`src/hw/rtl/lsau_pkg.sv`:
```
// lsau_pkg: request codes, access sizes, merge masks and the stage word
// shared by the load/store align unit; no dependencies
`timescale 1ns / 1ps

package lsau_pkg;

  typedef enum logic [3:0] {
    REQ_LB  = 4'd0,
    REQ_LBU = 4'd1,
    REQ_LH  = 4'd2,
    REQ_LHU = 4'd3,
    REQ_LUI = 4'd4,
    REQ_LW  = 4'd5,
    REQ_LWL = 4'd6,
    REQ_LWR = 4'd7,
    REQ_SB  = 4'd8,
    REQ_SH  = 4'd9,
    REQ_SW  = 4'd10,
    REQ_SWL = 4'd11,
    REQ_SWR = 4'd12
  } req_e;

  typedef enum logic [1:0] {
    SIZE_BYTE = 2'd0,
    SIZE_HALF = 2'd1,
    SIZE_WORD = 2'd2
  } size_e;

  localparam logic [31:0] WORD_ALIGN_MASK = 32'hFFFF_FFFC;
  localparam logic [31:0] LOW3_MASK       = 32'h00FF_FFFF;
  localparam logic [31:0] HIGH3_MASK      = 32'hFFFF_FF00;
  localparam logic [4:0]  SHIFT_TOP       = 5'd24;

  // word held after the address stage
  typedef struct packed {
    req_e        req_type;
    logic [31:0] ea;
    logic [15:0] off16;
    logic [31:0] rt;
    logic [31:0] mem;
    logic        fault;
  } addr_word_t;

endpackage

```
`src/hw/rtl/lsau_datapath.sv`:
```
// lsau_datapath: decode/merge stage and write-enable/output stage
// of the load/store align unit; uses lsau_pkg
`timescale 1ns / 1ps

module lsau_datapath import lsau_pkg::*; (
  input  logic        clk_i,
  input  logic        rst_ni,
  input  logic        valid_i,
  input  addr_word_t  word_i,
  output logic        done_o,
  output logic [31:0] access_address_o,
  output logic [1:0]  access_size_o,
  output logic        mem_read_o,
  output logic        mem_write_en_o,
  output logic [31:0] mem_write_data_o,
  output logic        reg_write_en_o,
  output logic [31:0] reg_value_o
);

  logic        valid2_q;
  logic [31:0] addr_d, addr_q;
  logic [1:0]  size_d, size_q;
  logic        rd_d, rd_q;
  logic        ren_d, ren_q;
  logic        store_d, store_q;
  logic        cancel_d, cancel_q;
  logic [31:0] wdata_d, wdata_q;
  logic [31:0] rval_d, rval_q;

  logic [4:0]  lsh;
  logic [4:0]  rsh;
  logic [31:0] waddr;

  logic        done_q;
  logic [31:0] out_addr_q;
  logic [1:0]  out_size_q;
  logic        out_rd_q;
  logic        out_wen_q;
  logic [31:0] out_wdata_q;
  logic        out_ren_q;
  logic [31:0] out_rval_q;

  assign lsh   = {word_i.ea[1:0], 3'b000};
  assign rsh   = SHIFT_TOP - lsh;
  assign waddr = word_i.ea & WORD_ALIGN_MASK;

  always_comb begin
    addr_d   = '0;
    size_d   = SIZE_BYTE;
    rd_d     = 1'b0;
    ren_d    = 1'b0;
    store_d  = 1'b0;
    wdata_d  = '0;
    rval_d   = '0;
    cancel_d = word_i.fault;
    case (word_i.req_type)
      REQ_LB: begin
        addr_d = word_i.ea; size_d = SIZE_BYTE; rd_d = 1'b1; ren_d = 1'b1;
        rval_d = {{24{word_i.mem[7]}}, word_i.mem[7:0]};
      end
      REQ_LBU: begin
        addr_d = word_i.ea; size_d = SIZE_BYTE; rd_d = 1'b1; ren_d = 1'b1;
        rval_d = {24'd0, word_i.mem[7:0]};
      end
      REQ_LH: begin
        addr_d = word_i.ea; size_d = SIZE_HALF; rd_d = 1'b1; ren_d = 1'b1;
        rval_d = {{16{word_i.mem[15]}}, word_i.mem[15:0]};
      end
      REQ_LHU: begin
        addr_d = word_i.ea; size_d = SIZE_HALF; rd_d = 1'b1; ren_d = 1'b1;
        rval_d = {16'd0, word_i.mem[15:0]};
      end
      REQ_LUI: begin
        ren_d    = 1'b1;
        cancel_d = 1'b0;
        rval_d   = {word_i.off16, 16'd0};
      end
      REQ_LW: begin
        addr_d = word_i.ea; size_d = SIZE_WORD; rd_d = 1'b1; ren_d = 1'b1;
        rval_d = word_i.mem;
      end
      REQ_LWL: begin
        addr_d = waddr; size_d = SIZE_WORD; rd_d = 1'b1; ren_d = 1'b1;
        rval_d = (word_i.rt & (LOW3_MASK >> lsh)) | (word_i.mem << rsh);
      end
      REQ_LWR: begin
        addr_d = waddr; size_d = SIZE_WORD; rd_d = 1'b1; ren_d = 1'b1;
        rval_d = (word_i.rt & (HIGH3_MASK << rsh)) | (word_i.mem >> lsh);
      end
      REQ_SB: begin
        addr_d = word_i.ea; size_d = SIZE_BYTE; store_d = 1'b1;
        wdata_d = {24'd0, word_i.rt[7:0]};
      end
      REQ_SH: begin
        addr_d = word_i.ea; size_d = SIZE_HALF; store_d = 1'b1;
        wdata_d = {16'd0, word_i.rt[15:0]};
      end
      REQ_SW: begin
        addr_d = word_i.ea; size_d = SIZE_WORD; store_d = 1'b1;
        wdata_d = word_i.rt;
      end
      REQ_SWL: begin
        addr_d = waddr; size_d = SIZE_WORD; rd_d = 1'b1; store_d = 1'b1;
        wdata_d = (word_i.rt >> rsh) | (word_i.mem & (HIGH3_MASK << lsh));
      end
      REQ_SWR: begin
        addr_d = waddr; size_d = SIZE_WORD; rd_d = 1'b1; store_d = 1'b1;
        wdata_d = (word_i.rt << lsh) | (word_i.mem & (LOW3_MASK >> rsh));
      end
      default: begin
        cancel_d = 1'b0;
      end
    endcase
  end

  // merge stage
  always_ff @(posedge clk_i or negedge rst_ni) begin
    if (!rst_ni) begin
      valid2_q <= 1'b0;
    end else begin
      valid2_q <= valid_i;
    end
  end

  always_ff @(posedge clk_i) begin
    addr_q   <= addr_d;
    size_q   <= size_d;
    rd_q     <= rd_d;
    ren_q    <= ren_d;
    store_q  <= store_d;
    cancel_q <= cancel_d;
    wdata_q  <= wdata_d;
    rval_q   <= rval_d;
  end

  // output stage: a fault drops the writes and their data, but never a LUI's
  always_ff @(posedge clk_i or negedge rst_ni) begin
    if (!rst_ni) begin
      done_q <= 1'b0;
    end else begin
      done_q <= valid2_q;
    end
  end

  always_ff @(posedge clk_i) begin
    out_addr_q  <= addr_q;
    out_size_q  <= size_q;
    out_rd_q    <= rd_q;
    out_wen_q   <= store_q & ~cancel_q;
    out_wdata_q <= cancel_q ? 32'd0 : wdata_q;
    out_ren_q   <= ren_q & ~cancel_q;
    out_rval_q  <= cancel_q ? 32'd0 : rval_q;
  end

  assign done_o           = done_q;
  assign access_address_o = out_addr_q;
  assign access_size_o    = out_size_q;
  assign mem_read_o       = out_rd_q;
  assign mem_write_en_o   = out_wen_q;
  assign mem_write_data_o = out_wdata_q;
  assign reg_write_en_o   = out_ren_q;
  assign reg_value_o      = out_rval_q;

endmodule

```
`src/hw/rtl/mips_load_store_align_unit_top.sv`:
```
// mips_load_store_align_unit_top: address stage and top level of the
// load/store align unit; uses lsau_pkg and lsau_datapath
//
//   port group        dir   handshake
//   start/busy + in   in    word taken at clk edge with start high, busy low
//   done_o + results  out   one-cycle strobe, no back-pressure
//
// three register stages: effective address add, decode and byte merge,
// fault masking into the output registers
// a word taken in passes the address, merge and output registers before its result shows
// busy is tied low: one word per clock, every clock
// reset clears the stage valid bits only
`timescale 1ns / 1ps

module mips_load_store_align_unit_top import lsau_pkg::*; (
  input  logic               clk_i,
  input  logic               rst_ni,
  input  logic               start,
  output logic               busy,
  input  logic [3:0]         req_type_i,
  input  logic [31:0]        base_value_i,
  input  logic signed [15:0] offset_i,
  input  logic [31:0]        rt_value_i,
  input  logic [31:0]        mem_data_i,
  input  logic               translation_fault_i,
  output logic               done_o,
  output logic [31:0]        access_address_o,
  output logic [1:0]         access_size_o,
  output logic               mem_read_o,
  output logic               mem_write_en_o,
  output logic [31:0]        mem_write_data_o,
  output logic               reg_write_en_o,
  output logic [31:0]        reg_value_o
);

  logic       valid1_q;
  addr_word_t word1_d, word1_q;

  assign busy = 1'b0;

  always_comb begin
    word1_d.req_type = req_e'(req_type_i);
    word1_d.ea       = base_value_i + {{16{offset_i[15]}}, offset_i};
    word1_d.off16    = offset_i;
    word1_d.rt       = rt_value_i;
    word1_d.mem      = mem_data_i;
    word1_d.fault    = translation_fault_i;
  end

  always_ff @(posedge clk_i or negedge rst_ni) begin
    if (!rst_ni) begin
      valid1_q <= 1'b0;
    end else begin
      valid1_q <= start & ~busy;
    end
  end

  always_ff @(posedge clk_i) begin
    word1_q <= word1_d;
  end

  lsau_datapath u_datapath (
    .clk_i            (clk_i),
    .rst_ni           (rst_ni),
    .valid_i          (valid1_q),
    .word_i           (word1_q),
    .done_o           (done_o),
    .access_address_o (access_address_o),
    .access_size_o    (access_size_o),
    .mem_read_o       (mem_read_o),
    .mem_write_en_o   (mem_write_en_o),
    .mem_write_data_o (mem_write_data_o),
    .reg_write_en_o   (reg_write_en_o),
    .reg_value_o      (reg_value_o)
  );

endmodule
```
`config.mk`:
```
export PLATFORM = sky130hd
export DESIGN_NAME = mips_load_store_align_unit_top
export DESIGN_NICKNAME = d
export VERILOG_FILES = /design/src/hw/rtl/lsau_pkg.sv /design/src/hw/rtl/lsau_datapath.sv /design/src/hw/rtl/mips_load_store_align_unit_top.sv
export SDC_FILE = /design/constraint.sdc
export NUM_CORES = 1
export LEC_CHECK = 0
export BUFFER_PORTS_ARGS = -buffer_cell sky130_fd_sc_hd__buf_2
export CAP_MARGIN = 20
export CORE_UTILIZATION = 59
export DETAILED_ROUTE_END_ITERATION = 8
export PLACE_DENSITY = 0.84
export RECOVER_POWER = 25
export SLEW_MARGIN = 20
export SYNTH_ARGS = -nofsm -noshare
export SYNTH_HDL_FRONTEND = slang
export SYNTH_SLANG_ARGS = --single-unit
```
`constraint.sdc`:
```
create_clock -name clk_i -period 4.2 [get_ports clk_i]
set_input_delay 0.63 -clock clk_i [delete_from_list [all_inputs] [get_ports clk_i]]
set_output_delay 0.63 -clock clk_i [all_outputs]
set_load 0.03 [all_outputs]
```
==> results.json, run 1 <==
{
  "track_usage_pct": 33.3,
  "whs_ns": 0.172,
  "antenna_found_initial": 1,
  "synthDistinctLibCells": 71,
  "status": "finished clean",
  "nets": 1545,
  "hold_viol_final": 0,
  "viasPerCell": 5.85,
  "post-route-period-util_pct": 66.6,
  "synthFlopType": "dfxtp_1",
  "ctsHtreeMaxLevel": 1,
  "reg2reg_depth": 6,
  "crit_chain": "nand2b_1 -> nor2_2 -> nand2_1 -> nor2_1 -> a22oi_1 -> nand3_1",
  "yosysWarnings": 0,
  "rsz0062_at_grt": "false",
  "cts_sinks": 323,
  "crit_path_max_incr_delay_ns": 0.66,
  "place_congestion": 0.970,
  "fp.dieW_um": 145,
  "grt_overflow": 0,
  "cpLargestDelayFamily": "simple AND/OR/NAND/NOR gates",
  "synthesis.area_mm2": 0.0120,
  "syn_avg_cell_area_um2": 10.1,
  "cp_num_buf_inv": 0,
  "firstDrtPassIters": 8,
  "powerDensity_mw_per_mm2": 524,
  "vias": 9836,
  "start_kind": "register",
  "setup_ws_ns": 1.40,
  "crit_type": "reg2reg",
  "layout.cells.non_filler": 1680,
  "io_pins": 223,
  "die_area_mm2": 0.0210,
  "cts_resized": 0,
  "p_leak_nw": 6.33,
  "initialDrtViolationCount": 998,
  "core_mm2": 0.0197,
  "hold_buffers": 1,
  "peakVddDrop_v": 0.000489,
  "worstSkewPairLatency_ns": 0.56,
  "start_util_pct": 61.0,
  "placed_cells": 1626,
  "tritoncts": "yes",
  "nFillCells": 1470,
  "clockRootBuffer": "clkbuf_16",
  "dp_slack_ns": 1.21,
  "num_rows": 51,
  "clkTransAtPathRegs_ns": 0.06,
  "grt_pass1_wl_mm": 51.9,
  "max_cap_viol_count": 0,
  "fmax_mhz": 358,
  "drc": 0,
  "ys_seq_elements": 323,
  "cts_buffers": 29,
  "yosysSeqAreaShare_pct": 53.9,
  "hpwl_mm": 25.0,
  "finalSetupTns_ns": 0,
  "post_cts.repair.setup_buffers": 0,
  "wl_per_cell_um": 20.8,
  "async_flop_share_pct": 0.929,
  "synth_cells": 1189,
  "drv_slew": 0,
  "max-clock-path-buffers": 3,
  "synth_edf_count": 0,
  "hp-class": "in2reg",
  "critPathRequiredTime_ns": 4.69,
  "portBuffers": 221,
  "setup_viol": 0,
  "fin_skew_ns": 0.0264,
  "yosysMostFrequentCell": "dfxtp_1",
  "cp_max_fo": 15,
  "slew_headroom_pct": 29.5,
  "synth_top_cell_by_area": "dfxtp_1",
  "routed_wl_mm": 34.9,
  "grt_max_degree": 67,
  "critPathCaptureType": "register",
  "slowest_stage": "dfxtp_1",
  "hold_depth": 1,
  "areaGrowthSynthToFinish_pct": 18.4,
  "final_antenna_net_count": 0,
  "cp.depth": 6,
  "synth_area_leaders": "dfxtp_1, mux2i_1, nor2b_1, a21oi_1, nand2_1",
  "synth_nets": 1341,
  "grt_pass1_vias": 9158,
  "layout-drive-gt1-share_pct": 20.6,
  "fin_crit_ns": 2.80,
  "crit_arrival_ns": 3.28,
  "final_util_pct": 72.2,
  "max_slew.worst_pin.slew_ns": 1.06,
  "synth.top_cell.area_share_pct": 53.3,
  "synth_common_cells": "dfxtp_1, nand2_1, a21oi_1",
  "die_h_um": 145
}
path summary, 6_finish.rpt:
| check | from | endpoint | slack [ns] |
|---|---|---|---|
| setup / recovery | word1_q[115] | u_datapath.rval_q[9] | 1.40 |
| hold / removal | rt_value_i[22] | word1_q[55] | 0.17 |
| setup reg to reg | word1_q[115] | u_datapath.rval_q[9] | 1.40 |
| hold reg to reg | u_datapath.addr_q[25] | u_datapath.access_address_o[25] | 0.33 |
| max in group asynchronous | rst_ni | u_datapath.done_o | 3.70 |
| min in group asynchronous | rst_ni | u_datapath.valid2_q | 0.40 |
where the power goes:
part | leakage, nW | switching [W] | internal [W] | total (W)
Sequential | 2.70 | 0.000203 | 0.00342 | 0.00362
Clock | 0.465 | 0.00113 | 0.00149 | 0.00262
Combinational | 3.16 | 0.000767 | 0.000459 | 0.00123
Total | 6.33 | 0.00210 | 0.00537 | 0.00747
stage by stage:
step | cell area [um^2] | power (W)
finish | 14200 | 0.00747
global route | 14200 | 0.00774
CTS | 14300 | 0.00748
detailed placement | 13300 | 0.00487
global placement | 13300 | 0.00485
floorplan | 12000 | 0.00445
routing by layer:
metal / global-route usage (%) / vias up / share of wire (%)
li1: - / 4627 / -
met1: 46.1 / 4548 / 43
met2: 49.0 / 585 / 42
met3: 8.82 / 76 / 11
met4: 13.4 / 0 / 4.1
met5: 0 / - / 0
cell families after synthesis:
| family | after synthesis | synth area share, % |
|---|---|---|
| AOI/OAI and AO/OA | 318 | 17.3 |
| xor gates and xnor gates | 26 | 1.89 |
| adders and majority gates | 32 | 3.39 |
| buffers and inverters | 69 | 2.45 |
| DFF | 323 | 53.9 |
| muxes | 67 | 6.18 |
| other | 1 | 0.0312 |
| and+or+nand+nor | 353 | 14.8 |
placed cells by master, fill, tap and decap left out, drive strengths merged, types with 5 or more instances in the layout:
| master | netlist | layout |
|---|---|---|
| dfxtp | 320 | 320 |
| buf | 21 | 213 |
| nand2 | 108 | 108 |
| a21oi | 83 | 83 |
| o21ai | 78 | 78 |
| nor2b | 72 | 72 |
| clkbuf | 38 | 60 |
| nor2 | 59 | 59 |
| mux2i | 48 | 48 |
| and2 | 36 | 36 |
| ha | 31 | 31 |
| a22oi | 25 | 25 |
| a221o | 23 | 23 |
| o211ai | 23 | 23 |
| nand3 | 21 | 21 |
| a21o | 18 | 18 |
| xnor2 | 15 | 15 |
| mux2 | 15 | 15 |
| nand2b | 14 | 14 |
| nor3 | 14 | 14 |
| inv | 10 | 12 |
| xor2 | 11 | 11 |
| a31oi | 10 | 10 |
| a221oi | 10 | 10 |
| a211oi | 7 | 7 |
| o22ai | 7 | 7 |
| and3 | 7 | 7 |
| or2 | 7 | 7 |
| o21bai | 5 | 5 |
| clkinv | 0 | 5 |
state kept, by name, summed over array words and instances (netlist names), 2 cells and up:
register                     flops
word1_q                        117
u_datapath.access_address_o     32
u_datapath.addr_q               32
u_datapath.mem_write_data_o     32
u_datapath.reg_value_o          32
u_datapath.rval_q               32
u_datapath.wdata_q              32
u_datapath.access_size_o         2
u_datapath.size_q                2
cell type report:
type	instances	area, um^2	share of cell area (%)
sequential	323	6490	45.6
tap	265	332	2.33
antenna	1	2.50	0.0176
inverter	10	37.5	0.264
clock inverter	10	125	0.879
timing repair buffer	232	1180	8.29
clock buffer	42	825	5.79
multi-input combinational	797	5250	36.9
Note: power is estimated with default switching activity, not from simulation.
==> run 2: changes to the inputs <==
ABC_AREA = 1   (was default)
CORE_UTILIZATION = 50   (was 59)
PLACE_DENSITY = 0.75   (was 0.84)
clock period = 2.25 ns   (was 4.2 ns; I/O delays follow)
==> run 2 against run 1 <==
Net effect:
- die area rose by 25%
- combinational power rose by 100%
- synthesized cell count rose by 44%
- critical path type unchanged
- highest routed layer unchanged
- sequential cell count did not move
- utilization decreased by 7.0 points
- area after synthesis is 6.4% higher
==> results.json, run 2 <==
{
  "status": "finished clean",
  "antenna_found_initial": 0,
  "post-route-period-util_pct": 93.2,
  "cts_sinks": 323,
  "powerDensity_mw_per_mm2": 905,
  "place_congestion": 0.991,
  "viasPerCell": 5.11,
  "crit_arrival_ns": 2.49,
  "yosysSeqAreaShare_pct": 50.7,
  "cts_buffers": 34,
  "tritoncts": "yes",
  "drc": 0,
  "ys_seq_elements": 323,
  "synth.top_cell.area_share_pct": 50.1,
  "antenna_cells": 0,
  "start_util_pct": 50.9,
  "grt_pass1_wl_mm": 62.9,
  "worstSkewPairLatency_ns": 0.51,
  "vias": 12194,
  "crit_chain": "inv_2 -> nor2_1 -> inv_2 -> nand2_1 -> a21oi_2 -> buf_4 -> nor2_1",
  "placed_cells": 2243,
  "peakVddDrop_v": 0.000732,
  "hold_viol_final": 0,
  "p_seq_share_pct": 44.4,
  "critPathRequiredTime_ns": 2.65,
  "slowest_stage": "a21oi_2",
  "grt_busiest_layer": "met2",
  "die_h_um": 162,
  "synth_top_cell_by_area": "dfxtp_1",
  "yosysWarnings": 0,
  "grt_overflow": 0,
  "start_kind": "register",
  "routed_wl_mm": 41.3,
  "syn_avg_cell_area_um2": 7.46,
  "p_sw_w": 0.00423,
  "initialDrtViolationCount": 936,
  "p_int_w": 0.0106,
  "synth_common_cells": "nand2_1, dfxtp_1, inv_1",
  "layout-drive-gt1-share_pct": 15.6,
  "max_cap_viol_count": 0,
  "setup_viol": 0,
  "firstDrtPassIters": 6,
  "p_leak_nw": 8.41,
  "mostFrequentLayoutCell": "nand2_1",
  "num_rows": 58,
  "synthesis.area_mm2": 0.0128,
  "crit_path_max_incr_delay_ns": 0.77,
  "largest_reg_flops": 117,
  "synthFlopType": "dfxtp_1",
  "synth_area_leaders": "dfxtp_1, nand2_1, inv_1, nor2_1, o21ai_0",
  "wl_per_cell_um": 17.3,
  "fin_crit_ns": 2.10,
  "fp.dieW_um": 162,
  "nets": 2187,
  "slew_headroom_pct": 28.8,
  "clkPwrFrac_pct": 38.8,
  "async_flop_share_pct": 0.929,
  "regMostFlops": "word1_q",
  "use_met2_pct": 54.2,
  "cpLargestDelayFamily": "compound AO/OA/AOI/OAI gates",
  "cp_max_fo": 18,
  "max_slew.worst_pin.slew_ns": 1.07,
  "io_pins": 223,
  "ctsHtreeMaxLevel": 2,
  "hpwl_mm": 30.8,
  "nFillCells": 2181,
  "grt_pass1_vias": 11876,
  "fin_skew_ns": 0.0148,
  "grt_max_degree": 56,
  "finalSetupTns_ns": 0,
  "drv_slew": 0,
  "met3_usage_pct": 4.37,
  "die_area_mm2": 0.0262,
  "hp-class": "in2reg",
  "fmax_mhz": 477,
  "layout_common_cells": "nand2_1, dfxtp_1, inv_1, buf_2, nor2_1",
  "synth_edf_count": 0,
  "synth_cells": 1715,
  "met1_usage_pct": 37.5,
  "layout.cells.non_filler": 2388,
  "seqCellArea_mm2": 0.00648,
  "track_usage_pct": 31.4,
  "crit_type": "reg2reg",
  "max-clock-path-buffers": 3,
  "yosysMostFrequentCell": "nand2_1",
  "cp_num_buf_inv": 3,
  "final_antenna_net_count": 0,
  "synthDistinctLibCells": 40,
  "synth_nets": 1867,
  "critPathCaptureType": "register",
  "clkTransAtPathRegs_ns": 0.06,
  "clockRootBuffer": "clkbuf_16",
  "portBuffers": 221,
  "combPwrFrac_pct": 16.9,
  "p_sw_share_pct": 28.6,
  "areaGrowthSynthToFinish_pct": 28.1,
  "multiInputGateArea_mm2": 0.00501,
  "core_mm2": 0.0251,
  "rsz0062_at_grt": "false"
}
[run 2: cell types whose count changed after synthesis, moves of 32 or more]
cell     delta
a21oi_1    -32
and2_1     -33
inv_1     +268
mux2i_1    -48
nand2_1   +363
nand3_1    +56
nor2_1    +122
nor2b_1    -72
o21ai_0    +57
[run 2: area by class of cell]
| cell class | instances | share of cell area (%) |
|---|---|---|
| Sequential cell | 323 | 39.6 |
| Multi-Input combinational cell | 1053 | 30.6 |
| Timing Repair Buffer | 339 | 13.7 |
| Inverter | 284 | 6.51 |
| Clock buffer | 43 | 5.97 |
| Tap cell | 330 | 2.52 |
| Clock inverter | 16 | 1.15 |
[run 2: kinds of logic (layout without fill, tap and decap cells)]
kind of cell    count (synthesis)  in the layout  share of synthesized area, %
xor+xnor                       16             16                          1.10
flops                         323            323                          50.7
compound gates                244            244                          11.0
fa+ha+maj                      32             32                          3.19
buf+inv                       339            682                          10.2
simple gates                  760            760                          23.8
other cells                     1              1                        0.0293
[run 2: power by group through the flow]
stage	clock network, W	registers, W	logic (W)
detailed placement	0	0.00669	0.00233
floorplan	0	0.00694	0.00121
global placement	0	0.00668	0.00232
CTS	0.00581	0.00657	0.00247
finish	0.00574	0.00657	0.00250
global route	0.00606	0.00662	0.00274
[run 2: timing repair]
item | 4_1_cts | 5_1_grt
endpoints found under the setup margin | 0 | 2
hold buffers | 86 | 0
buffers inserted | 0 | 0
resized for setup | 0 | 2
endpoints found under the hold margin | 88 | 0
[run 2: final timing paths]
kind / start / endpoint / slack, ns / depth (start not counted)
min in group asynchronous: rst_ni / u_datapath.done_o / 0.17 / 2
max in group asynchronous: rst_ni / u_datapath.valid2_q / 1.93 / 2
min: base_value_i[0] / word1_q[81] / 0.12 / 2
max: word1_q[116] / u_datapath.addr_q[26] / 0.15 / 7
min reg2reg: u_datapath.addr_q[14] / u_datapath.access_address_o[14] / 0.32 / 0
max reg2reg: word1_q[116] / u_datapath.addr_q[26] / 0.15 / 7
[run 2: routing by layer]
metal | share of wire, % | up-vias
li1 | - | 5976
met1 | 40 | 5506
met2 | 48 | 578
met3 | 6.7 | 134
met4 | 5.3 | 0
met5 | 0 | -
[run 2: stage by stage]
stage,hold slack (ns),setup slack [ns],power [W],instance area [um^2],utilization [%]
after CTS,0.0993,0.131,0.0149,16400,65.3
after global routing,0.116,0.0243,0.0154,16400,65.2
final,0.118,0.153,0.0148,16400,65.2
after floorplan,0.0419,0.471,0.00814,12800,-
after global placement,0.131,0.206,0.00900,14400,57.2
after detailed placement,0.134,0.162,0.00902,14400,57.2
